### src/rtl/rlum_pkg.sv
// Shared constants and types for the radial lens undistort map block.
// Used by the top level, the square-root pipeline and the divider pipeline.
// No dependencies.
`timescale 1ns / 1ps

package rlum_pkg;

  localparam int TABLE_DEPTH = 256;
  localparam int MAX_DIM     = 4096;
  localparam int TBL_AW      = $clog2(TABLE_DEPTH);

  // Squared radius in pixels Q.4 squared, fits 34 bits for the field widths.
  localparam int SQ_W        = 34;
  // Square root input is the squared radius shifted by 8 bits.
  localparam int SQ_OUT_W    = 21;
  localparam int SQ_IN_W     = 2 * SQ_OUT_W;
  localparam int SQ_REM_W    = SQ_OUT_W + 2;

  // Table position divider: quotient is the Q.16 table position.
  localparam int DIV_D_W     = SQ_OUT_W;
  localparam int DIV_Q_W     = TBL_AW + 16;
  localparam int DIV_N_W     = DIV_D_W + DIV_Q_W;

  localparam int CFG_IDX_W   = 3;
  localparam int CFG_DATA_W  = 16;

  typedef enum logic [CFG_IDX_W-1:0] {
    CFG_IMAGE_WIDTH,
    CFG_IMAGE_HEIGHT,
    CFG_CENTER_X,
    CFG_CENTER_Y,
    CFG_TABLE_LEN
  } cfg_reg_t;

endpackage

### src/rtl/rlum_isqrt.sv
// Pipelined integer square root, one result bit per register stage.
// Depends on rlum_pkg for its widths.
`timescale 1ns / 1ps

module rlum_isqrt (
  input  logic                          clk,
  input  logic                          en,
  input  logic [rlum_pkg::SQ_IN_W-1:0]  radicand,
  output logic [rlum_pkg::SQ_OUT_W-1:0] root
);
  import rlum_pkg::*;

  typedef struct packed {
    logic [SQ_IN_W-1:0]  rad;
    logic [SQ_REM_W-1:0] rem;
    logic [SQ_OUT_W-1:0] root;
  } sq_stage_t;

  sq_stage_t st [SQ_OUT_W];
  sq_stage_t st_in;

  // One digit of the classic pairwise square root recurrence.
  function automatic sq_stage_t sq_step(input sq_stage_t s);
    logic [SQ_REM_W+1:0] cur;
    logic [SQ_REM_W+1:0] trial;
    sq_stage_t           n;
    cur   = {s.rem, s.rad[SQ_IN_W-1 -: 2]};
    trial = (SQ_REM_W+2)'({s.root, 2'b01});
    n.rad = s.rad << 2;
    if (cur >= trial) begin
      n.rem  = SQ_REM_W'(cur - trial);
      n.root = {s.root[SQ_OUT_W-2:0], 1'b1};
    end else begin
      n.rem  = SQ_REM_W'(cur);
      n.root = {s.root[SQ_OUT_W-2:0], 1'b0};
    end
    return n;
  endfunction

  assign st_in = '{rad: radicand, rem: '0, root: '0};

  always_ff @(posedge clk) begin
    if (en) begin
      st[0] <= sq_step(st_in);
      for (int i = 1; i < SQ_OUT_W; i++) begin
        st[i] <= sq_step(st[i-1]);
      end
    end
  end

  assign root = st[SQ_OUT_W-1].root;

endmodule

### config.mk
export PLATFORM = sky130hd
export DESIGN_NAME = rlum_isqrt
export DESIGN_NICKNAME = d
export VERILOG_FILES = /design/src/rtl/rlum_pkg.sv /design/src/rtl/rlum_isqrt.sv
export SDC_FILE = /design/constraint.sdc
export NUM_CORES = 1
export LEC_CHECK = 0
export ABC_AREA = 1
export BUFFER_PORTS_ARGS = -buffer_cell sky130_fd_sc_hd__buf_2
export CELL_PAD_IN_SITES_DETAIL_PLACEMENT = 2
export CELL_PAD_IN_SITES_GLOBAL_PLACEMENT = 2
export CORE_UTILIZATION = 30
export CTS_BUF_LIST = sky130_fd_sc_hd__clkbuf_8
export CTS_CLUSTER_SIZE = 8
export DETAILED_ROUTE_END_ITERATION = 6
export GPL_ROUTABILITY_DRIVEN = 0
export GPL_TIMING_DRIVEN = 0
export PLACE_DENSITY = 0.63
export SYNTH_ARGS = -nofsm -noshare
export SYNTH_HDL_FRONTEND = slang
export SYNTH_SLANG_ARGS = --single-unit
### constraint.sdc
create_clock -name clk -period 1.95 [get_ports clk]
set_input_delay 0 -clock clk [delete_from_list [all_inputs] [get_ports clk]]
set_output_delay 0 -clock clk [all_outputs]
set_load 0.01 [all_outputs]
Word level (Yosys, flattened, before mapping)
Memories as Yosys holds them, arrays and structs flattened.
Cells that the tools add are included.
- register bits: 0
- memory bits (writable): 1764
- word-level logic and storage cells: 87
- memories kept: 1
- memories (name ; words ; bits a word ; rd ports ; clocked after memory_dff ; wr ports ; line ; source):
    st ; 21 ; 84 ; 21 ; 0 ; 21 ; rlum_isqrt.sv:19 ; sq_stage_t st [SQ_OUT_W];
- add/subtract/negate cells: 21
- order comparisons: 21
- multiplexer cells: 44
- operators by type and width (cell ; number):
    $mux W44 ; 42
    $ge A25 B23 Y1 ; 20
    $sub A23 B23 Y23 ; 20
    $sub A2 B1 Y3 const B ; 1
    $ge A2 B1 Y1 const B ; 1
    $mux W1 ; 2

Longest topological paths before layout
An unclocked memory read counts as a cell.
- depth in word-level cells: 4
- mapped depth: 15
- gate-level depth less buffers: 14

Least setup slack after synthesis
Ideal clock, no wire load.
- path type: flip-flop to flip-flop
- from: memory st[0][21] (netlist name)
- to: memory st[0][122] (netlist name), data pin
- library setup time: 267 ps
- data arrival time: 1708 ps
- data required time: 1683 ps
- slack: -25 ps
- stages on the path, launching flop included: 9
- path through: edfxtp_1 > ha_1 > a21oi_1 > nand2_1 > inv_1 > ha_1 > and2_1 > clkbuf_1 > o21ai_0
- RTL lines (what ; line):
    start: declaration ; rlum_isqrt.sv:19

==> out/metrics.yaml <==
status: "finished with violations"
violations: "negative setup slack"
top_regs: "st x1082"
drt_pass1_iterations: 5
synth_top_area_cell: "edfxtp_1"
grt_max_degree: 175
design.core.area_um2: 197000
ys_warn_count: 0
clock_path_buffers: 3
drtIter0Drc: 2053
dpl.cell_count: 9569
fmax_mhz: 429
switchingPower_mw: 24.8
syn_inst: 6858
drive_above_1_share: 0.321
regMostFlops: "st"
die_w_um: 448
clk-insertion-delay-late_ps: 980
grt_pass1_wl_um: 333000
p_leak_nw: 35.8
ys_seq_area_frac: 0.545
end_kind: "flip-flop"
fin_area_um2: 82500
nets: 8181
routed_via_density: 4.72
antenna_found_initial: 2
num_vias: 50400
wl_per_cell_um: 21.1
cap_violations: 0
start_util: 0.302
port_buffers: 64
overflow: 0
layout_min_cycle_time_ps: 2330
ys.flop_type: "edfxtp_1"
critPathLaunchType: "flip-flop"
clk_pin_slew_worst_paths_ps: 70
setup_viol: 421
rsz0062_at_grt: "true"
powerDensity_nw_per_um2: 884
ir_worst_vdd_uv: 551
cts_root_buf: "clkbuf_8"
finalSetupTns_ps: -74970
synth_area_leaders: "edfxtp_1 (55%), nand2_1 (15%), inv_1 (7.5%)"
tritoncts: "done"
synth_seq_cells: 1082
numCtsBuffers: 199
switching_share: 0.340
critPathArrivalTime_ps: 3030
hold_viol: 0
syn-cell-area_um2: 59600
cts_max_level: 4
syn_nets: 7155
avgSynthCellArea_um2: 8.69
slew_headroom: 0.277
synthArstFlopShare: 0
clock_skew_ps: 41.0
critPathKind: "reg -> reg"
grt_usage: 0.217
worst_slew_pin_slew_ps: 1080
dpl.hpwl_um: 152000
drcViolationCount: 0
share_comb_of_total_power: 0.284
place_ws_ps: -992
grt_pass1_vias: 56200
largest_register_ffs: 1082
timing.final.crit_share: 1.19
placed_area_um2: 63500
synth_edf_count: 1082
internal_power_mw: 48.2
synth.distinct_cells: 46
setup_ws_ps: -380
slew_viol_final: 0
routed_wl_um: 225000
seqPwrFrac: 0.421
critPathMaxFanout: 5
die_h_um: 448
syn_to_final_growth_pct: 38.4
instances_no_fill: 10700
hold_path_class: "in -> reg"
clock_sinks: 1082
detail-route-antenna-nets: 0
ios: 65
die_area_um2: 200000
synth_top_cell_area_share: 0.545
required_ps: 2650
core.rowCount: 163
p_clk_frac: 0.295
## layout by cell type, fill, tap and decap left out, types with 183 or more instances in the layout
cell type,count
inv_2,227
nand3_1,306
nand2_4,183
nor2_1,478
inv_1,1017
nand2_1,1784
clkbuf_8,203
buf_4,587
edfxtp_1,1082
ha_4,190
nand2_2,377
## logic make-up (layout without fill, tap and decap cells)
family	Yosys count	count (layout)	synth area share
AND/OR/NAND/NOR	3661	3663	0.254
buffers and inverters	1286	2469	0.0864
flip-flops	1082	1082	0.545
AO/OA/AOI/OAI	413	413	0.0375
adder cells (fa/ha/maj)	253	253	0.0531
XOR/XNOR	162	162	0.0238
other	1	3	0.0000629
## critical path, cell delays in order, from the launching register on
cell and delay (ps):
edfxtp_1 500, ha_4 300, nand2_4 90, inv_1 80
nand2_2 90, nand2_2 80, inv_2 80, nand3_4 130
nand2_4 110, buf_6 100, nand3_4 140, buf_12 210
nand2_4 70, nand2_4 60
## timing repair
item	CTS	global route
resized for setup	1626	536
pin swaps	336	240
setup buffers	461	171
hold endpoints to repair	376	42
cloned	33	6
hold buffers	95	5
setup endpoints to repair	447	445
## area by class of cell
type,instances,area (um2)
clock buffers,202,2780
diodes,2,5.00
clock inverters,158,1030
well taps,2640,3300
flip-flops and latches,1082,32500
fillers,21300,115000
repair buffers,828,7530
inverters,1211,4660
plain buffers,70,996
multi-input cells,4492,29700
## per-layer routing
layer	global-route usage	share of wire
met4	0.0652	0.028
met1	0.262	0.42
met3	0.0262	0.026
met2	0.399	0.52
met5	0	0
## metrics by stage
stage	util	hold WS [ps]	power, mW
6_report	0.418	161	72.9
5_1_grt	0.418	188	76.8
4_1_cts	0.402	-97.8	71.7
3_5_place_dp	0.322	179	44.5
3_3_place_gp	0.321	176	44.6
2_1_floorplan	-	98.9	38.8
## cell usage after synthesis (61+ instances only)
cell type     n
ha_1        253
edfxtp_1   1082
nand4_1      99
inv_1      1189
o21ai_0     120
a21oi_1     197
xor2_1      101
xnor2_1      61
nand3_1     408
nand2_1    2337
nor2_1      619
nand3b_1     72
## final timing paths
kind	from	cells past startpoint	slack (ps)	endpoint
setup / recovery	st[2][110]$_DFFE_PP_	13	-380	st[2][199]$_DFFE_PP_
hold / removal	en	6	160	st[0][538]$_DFFE_PP_
setup reg to reg	st[2][110]$_DFFE_PP_	13	-380	st[2][199]$_DFFE_PP_
hold reg to reg	st[1][578]$_DFFE_PP_	0	390	st[1][664]$_DFFE_PP_
## power groups by stage
stage / clock network [mW] / registers [mW] / logic [mW]
floorplan: 0 / 29.8 / 8.97
global placement: 0 / 31.6 / 13.0
detailed placement: 0 / 30.9 / 13.5
CTS: 22.3 / 30.7 / 18.7
global route: 23.3 / 30.9 / 22.6
finish: 21.5 / 30.7 / 20.7
Note: power is estimated with default switching activity, not from simulation.
