===== config.mk =====
export PLATFORM = sky130hd
export DESIGN_NAME = rlum_div
export DESIGN_NICKNAME = d
export VERILOG_FILES = /design/src/rtl/rlum_pkg.sv /design/src/rtl/rlum_div.sv
export SDC_FILE = /design/constraint.sdc
export NUM_CORES = 2
export LEC_CHECK = 0
export BUFFER_PORTS_ARGS = -buffer_cell sky130_fd_sc_hd__buf_2
export CAP_MARGIN = 25
export CELL_PAD_IN_SITES_DETAIL_PLACEMENT = 1
export CELL_PAD_IN_SITES_GLOBAL_PLACEMENT = 1
export CORE_ASPECT_RATIO = 0.5
export CORE_MARGIN = 2
export CORE_UTILIZATION = 30
export DETAILED_ROUTE_END_ITERATION = 10
export PLACE_DENSITY = 0.58
export SETUP_SLACK_MARGIN = 0.05
export SKIP_LAST_GASP = 1
export SLEW_MARGIN = 15
export SYNTH_ARGS = -nofsm -noshare
export SYNTH_HDL_FRONTEND = slang
export SYNTH_SLANG_ARGS = --single-unit

===== constraint.sdc =====
create_clock -name clk -period 5.27 [get_ports clk]
set_clock_uncertainty 0.2 [all_clocks]
set_input_delay 0.527 -clock clk [delete_from_list [all_inputs] [get_ports clk]]
set_output_delay 0.527 -clock clk [all_outputs]
set_load 0.005 [all_outputs]

===== src/rtl/rlum_pkg.sv =====
// Shared constants and types for the radial lens undistort map block.
// Used by the top level, the square-root pipeline and the divider pipeline.
// No dependencies.
`timescale 1ns / 1ps

package rlum_pkg;

  localparam int TABLE_DEPTH = 256;
  localparam int MAX_DIM     = 4096;
  localparam int TBL_AW      = $clog2(TABLE_DEPTH);

  // Squared radius in pixels Q.4 squared, fits 34 bits for the field widths.
  localparam int SQ_W        = 34;
  // Square root input is the squared radius shifted by 8 bits.
  localparam int SQ_OUT_W    = 21;
  localparam int SQ_IN_W     = 2 * SQ_OUT_W;
  localparam int SQ_REM_W    = SQ_OUT_W + 2;

  // Table position divider: quotient is the Q.16 table position.
  localparam int DIV_D_W     = SQ_OUT_W;
  localparam int DIV_Q_W     = TBL_AW + 16;
  localparam int DIV_N_W     = DIV_D_W + DIV_Q_W;

  localparam int CFG_IDX_W   = 3;
  localparam int CFG_DATA_W  = 16;

  typedef enum logic [CFG_IDX_W-1:0] {
    CFG_IMAGE_WIDTH,
    CFG_IMAGE_HEIGHT,
    CFG_CENTER_X,
    CFG_CENTER_Y,
    CFG_TABLE_LEN
  } cfg_reg_t;

endpackage


===== src/rtl/rlum_div.sv =====
// Pipelined restoring divider, one quotient bit per register stage.
// The caller guarantees the quotient fits DIV_Q_W bits. Depends on rlum_pkg.
`timescale 1ns / 1ps

module rlum_div (
  input  logic                         clk,
  input  logic                         en,
  input  logic [rlum_pkg::DIV_N_W-1:0] dividend,
  input  logic [rlum_pkg::DIV_D_W-1:0] divisor,
  output logic [rlum_pkg::DIV_Q_W-1:0] quotient
);
  import rlum_pkg::*;

  typedef struct packed {
    logic [DIV_D_W-1:0] rem;
    logic [DIV_Q_W-1:0] num;
    logic [DIV_D_W-1:0] d;
    logic [DIV_Q_W-1:0] q;
  } dv_stage_t;

  dv_stage_t st [DIV_Q_W];
  dv_stage_t st_in;

  function automatic dv_stage_t dv_step(input dv_stage_t s);
    logic [DIV_D_W:0] cur;
    dv_stage_t        n;
    cur   = {s.rem, s.num[DIV_Q_W-1]};
    n.num = s.num << 1;
    n.d   = s.d;
    if (cur >= {1'b0, s.d}) begin
      n.rem = DIV_D_W'(cur - {1'b0, s.d});
      n.q   = {s.q[DIV_Q_W-2:0], 1'b1};
    end else begin
      n.rem = DIV_D_W'(cur);
      n.q   = {s.q[DIV_Q_W-2:0], 1'b0};
    end
    return n;
  endfunction

  assign st_in = '{rem: dividend[DIV_N_W-1 -: DIV_D_W], num: dividend[DIV_Q_W-1:0],
                   d: divisor, q: '0};

  always_ff @(posedge clk) begin
    if (en) begin
      st[0] <= dv_step(st_in);
      for (int i = 1; i < DIV_Q_W; i++) begin
        st[i] <= dv_step(st[i-1]);
      end
    end
  end

  assign quotient = st[DIV_Q_W-1].q;

endmodule

# [After elaboration in Yosys (flattened, before gate mapping)]
# Memories as Yosys holds them, arrays and structs flattened.
# Cells that the tools add are included.
[totals] mem_count=1 ff_bits=0 latch_bits=0 output_inout_bits=24 rom_bits=0 ramBits=2136 in_bits=68
[memory_table] name="st" depth=24 word_bits=89 read_ports=24 rd_ports_with_merged_regs=0 write_ports=24 line="rlum_div.sv:21" text="dv_stage_t st [DIV_Q_W];"
[op_classes] div=0 bitwise_logic=0 n_addsub=24 n_eq_ne=0 shift=0 mux=98 n_mul=0 n_reduce_logical=0 magnitude_cmp=24
[op_table] op="two-way mux 21 bit" n=48
[op_table] op="two-way mux 24 bit" n=24
[op_table] op=">= comparator 22 x 21 -> 1 bit" n=24
[op_table] op="subtractor 21 bit" n=24
[op_table] op="two-way mux 1 bit" n=26

# [Logic depth before layout (Yosys ltp)]
# An unclocked memory read counts as a cell.
[depth] word_depth=4 ltp_mapped=14

# [Worst setup path after synthesis]
# OpenSTA, ideal clock, no wires.
[synth_path] kind="input -> register" from="input port dividend[23] (netlist name)" to="memory st[0][71] (netlist name), data pin" t_arrival_ns=3.006 required_time_ns=4.810 slack_ns=1.804 setup_time_ns=0.260 path_buffers=1 cell_stages=13 cell_sequence="inv_1 -> ha_1 -> inv_1 -> fa_1 -> a211oi_1 -> o21ai_0 -> a211oi_1 -> a21oi_1 -> o21ai_1 -> o41ai_1 -> a21oi_1 -> buf_4 -> mux2_2"
[synth_lines] item="start: declaration" line="rlum_div.sv:8" text="input logic [rlum_pkg::DIV_N_W-1:0] dividend,"
[synth_lines] item="end: declaration" line="rlum_div.sv:21"

==> results.json <==
{
  "status": "finished, final reports clean",
  "drt-pass1-iter-count": 5,
  "postLayoutCellArea_um2": 88670,
  "synth_seq_area_share_pct": 59.22,
  "arrival_ns": 4.44,
  "combPwrFrac_pct": 41.6,
  "clock-root-buffer": "clkbuf_16",
  "yosysMostFrequentCell": "edfxtp_1",
  "top_regs": "st: 1542 flops",
  "pwr-share-seq_pct": 36.5,
  "first_iter_violations": 1882,
  "finalSetupViolCount": 0,
  "yosysTopAreaCell": "edfxtp_1",
  "rsz0062_at_grt": "no",
  "worst_pin_slew_ns": 1.111,
  "htreeDepth": 4,
  "place.gp.congestion": 0.8531,
  "crit_buf_inv": 1,
  "start_kind": "flop",
  "p_sw_w": 0.01822,
  "timing.setup.tns_ns": 0,
  "power_switching_share_pct": 35.02,
  "clk_path_buf_depth": 4,
  "grt_overflow_total": 0,
  "vdd.ir_drop.worst_uv": 289.8,
  "nNetsFinal": 7053,
  "drive_gt1_share_pct": 10.27,
  "grt_pass1_vias": 49730,
  "num_rows": 132,
  "grt_usage_pct": 12.01,
  "vias": 47070,
  "port_buffers": 91,
  "hold_class": "in -> reg",
  "die_area_um2": 265000,
  "final_antenna_net_count": 0,
  "ys.flop_type": "edfxtp_1",
  "p_int_w": 0.03381,
  "r2r_cells": 9,
  "synthesis.area_um2": 78200,
  "netlist_instances": 6223,
  "insertion_delay_ns": 0.84,
  "grt_pass1_wl_um": 260300,
  "largest_reg_flops": 1542,
  "ys_types": 105,
  "dpl_cell_area_um2": 82870,
  "postCtsSetupBuffers": 0,
  "drt_wl_total_um": 163400,
  "cts_inserted_buffers": 165,
  "required_ns": 5.59,
  "diodes": 0,
  "cts_tree": "yes",
  "slew_viol_final": 0,
  "cpPeakStageDelay_ns": 1.04,
  "synth_commonest_cells": "edfxtp_1, inv_1, ha_1",
  "r2r_start": "st[0][79]$_DFFE_PP_",
  "syn_to_final_growth_pct": 13.39,
  "clock.fmax_mhz": 243.2,
  "maxCapViolations": 0,
  "n_fill_cell": 27860,
  "async_flop_share_pct": 0,
  "ys_warn_count": 0,
  "path_delay_family": "compound AO/OA/AOI/OAI gates",
  "core_um2": 259000,
  "path_depth": 9,
  "avgViaCountPerCell": 4.680,
  "critPathCaptureType": "flop",
  "power_density_nw_per_um2": 586.8,
  "die_x_um": 726.0,
  "p_total_w": 0.05203,
  "crit_fanout": 22,
  "antenna_found_initial": 0,
  "hold_viol": 0,
  "crit_slowest_cell": "o41ai_1",
  "timing.final.ws_setup_ns": 1.158,
  "whs_ns": 0.04957,
  "p_leak_nw": 34.51,
  "slew_headroom_pct": 24.99,
  "top_register": "st",
  "numClockSinks": 1542,
  "clk_pin_slew_ns": 0.06,
  "final.period_utilization_pct": 78.03,
  "r2r_slack_ns": 1.16,
  "worstSetupEndpoint": "st[0][168]$_DFFE_PP_",
  "synth_edf_count": 1542,
  "die_h_um": 365.0,
  "wl_per_cell_um": 16.25,
  "crit_start": "st[0][79]$_DFFE_PP_",
  "synth.avg_cell_area_um2": 12.57,
  "place_ws_ns": 1.167,
  "period_needed_ns": 4.112,
  "multi_input_area_um2": 28770,
  "crit_chain": "ha_1, nand3_1, nor3_1, nand2_1, o41ai_1, o221ai_1, a21oi_2, buf_4, mux2_1",
  "clkPwrFrac_pct": 21.9,
  "drcViolationCount": 0,
  "start_util_pct": 30.20,
  "ys_seq_elements": 1542,
  "hpwlAfterDp_um": 120300,
  "synth_area_leaders": "edfxtp_1, ha_1, inv_1, mux2_2, a21oi_1",
  "ios": 92,
  "regArea_um2": 46300,
  "worstSetupPathType": "reg -> reg",
  "synthDominantCellAreaShare_pct": 59.22,
  "reg2reg_to": "st[0][168]$_DFFE_PP_",
  "syn_nets": 6818,
  "grt_max_degree": 122
}
-- metal layers --
layer	global-route usage, %	up-vias	share of wire, %
li1	-	23470	-
met1	13.18	22760	41
met2	22.89	475	51
met3	2.048	358	2.9
met4	5.008	0	4.3
met5	0	-	0
-- per-stage QoR --
stage | cells | util (%)
CTS | 10060 | 34.22
detailed placement | 9708 | 32.00
finish | 10060 | 34.24
global placement | 9706 | 31.99
global route | 10060 | 34.24
floorplan | 6223 | -
-- cells by family (layout without fill, tap and decap cells) --
group | after synthesis | in the layout | synth area share, %
XOR/XNOR | 358 | 358 | 4.010
adder cells (fa/ha/maj) | 527 | 527 | 8.653
AO/OA/AOI/OAI | 1451 | 1451 | 11.94
flip-flops | 1542 | 1542 | 59.22
buffers and inverters | 791 | 1141 | 4.083
multiplexers | 296 | 296 | 4.280
AND/OR/NAND/NOR | 1258 | 1258 | 7.821
-- cells in the final DEF, fill, tap and decap left out, types with 82 or more instances in the layout --
cell | netlist | layout
xnor2_1 | 235 | 235
ha_1 | 504 | 504
mux2_2 | 216 | 216
a21oi_1 | 431 | 426
nor2_1 | 355 | 355
edfxtp_1 | 1542 | 1542
buf_2 | 27 | 90
xor2_1 | 123 | 123
nor3_1 | 83 | 82
inv_1 | 649 | 649
nand2_1 | 321 | 321
a21o_1 | 196 | 196
nand3_1 | 90 | 90
clkbuf_16 | 0 | 170
o21ai_0 | 309 | 309
-- worst register-to-register path, delay by kind of cell, from the launching register on --
| kind | cells | cell delay, ns |
|---|---|---|
| AOI/OAI and AO/OA | 3 | 1.51 |
| adders and majority gates | 1 | 0.44 |
| and+or+nand+nor | 3 | 0.58 |
| buffers and inverters | 1 | 0.32 |
| DFF | 1 | 0.40 |
| muxes | 1 | 0.41 |
-- how the worst min path moves through the flow --
stage / from / to / cells after the start
2_1_floorplan: st[0][45]$_DFFE_PP_ / st[0][135]$_DFFE_PP_ / 0
3_3_place_gp: st[1][687]$_DFFE_PP_ / st[2][65]$_DFFE_PP_ / 0
3_5_place_dp: st[0][51]$_DFFE_PP_ / st[0][141]$_DFFE_PP_ / 0
4_1_cts: en / st[2][623]$_DFFE_PP_ / 1
5_1_grt: en / st[2][182]$_DFFE_PP_ / 1
6_report: en / st[2][623]$_DFFE_PP_ / 1
-- layout make-up --
| type | instances | area share [%] |
|---|---|---|
| flip-flops and latches | 1542 | 52.22 |
| multi-input cells | 3890 | 32.45 |
| well taps | 3484 | 4.916 |
| clock buffers | 202 | 4.909 |
| inverters | 650 | 2.752 |
| repair buffers | 209 | 1.915 |
| clock inverters | 80 | 0.8354 |
-- power by group through the flow --
stage / registers, W / clock network [W] / logic (W)
floorplan: 0.0185 / 0 / 0.0169
global placement: 0.0193 / 0 / 0.0212
detailed placement: 0.0193 / 0 / 0.0216
CTS: 0.0190 / 0.0120 / 0.0218
global route: 0.0193 / 0.0124 / 0.0243
finish: 0.0190 / 0.0114 / 0.0217
-- what timing repair did --
| item | CTS | global route |
|---|---|---|
| endpoints found under the hold margin | 65 | 0 |
| setup endpoints to repair | 0 | 0 |
| gates resized for setup | 0 | 0 |
| hold buffers | 65 | 0 |
(Power assumes the default switching activity.)
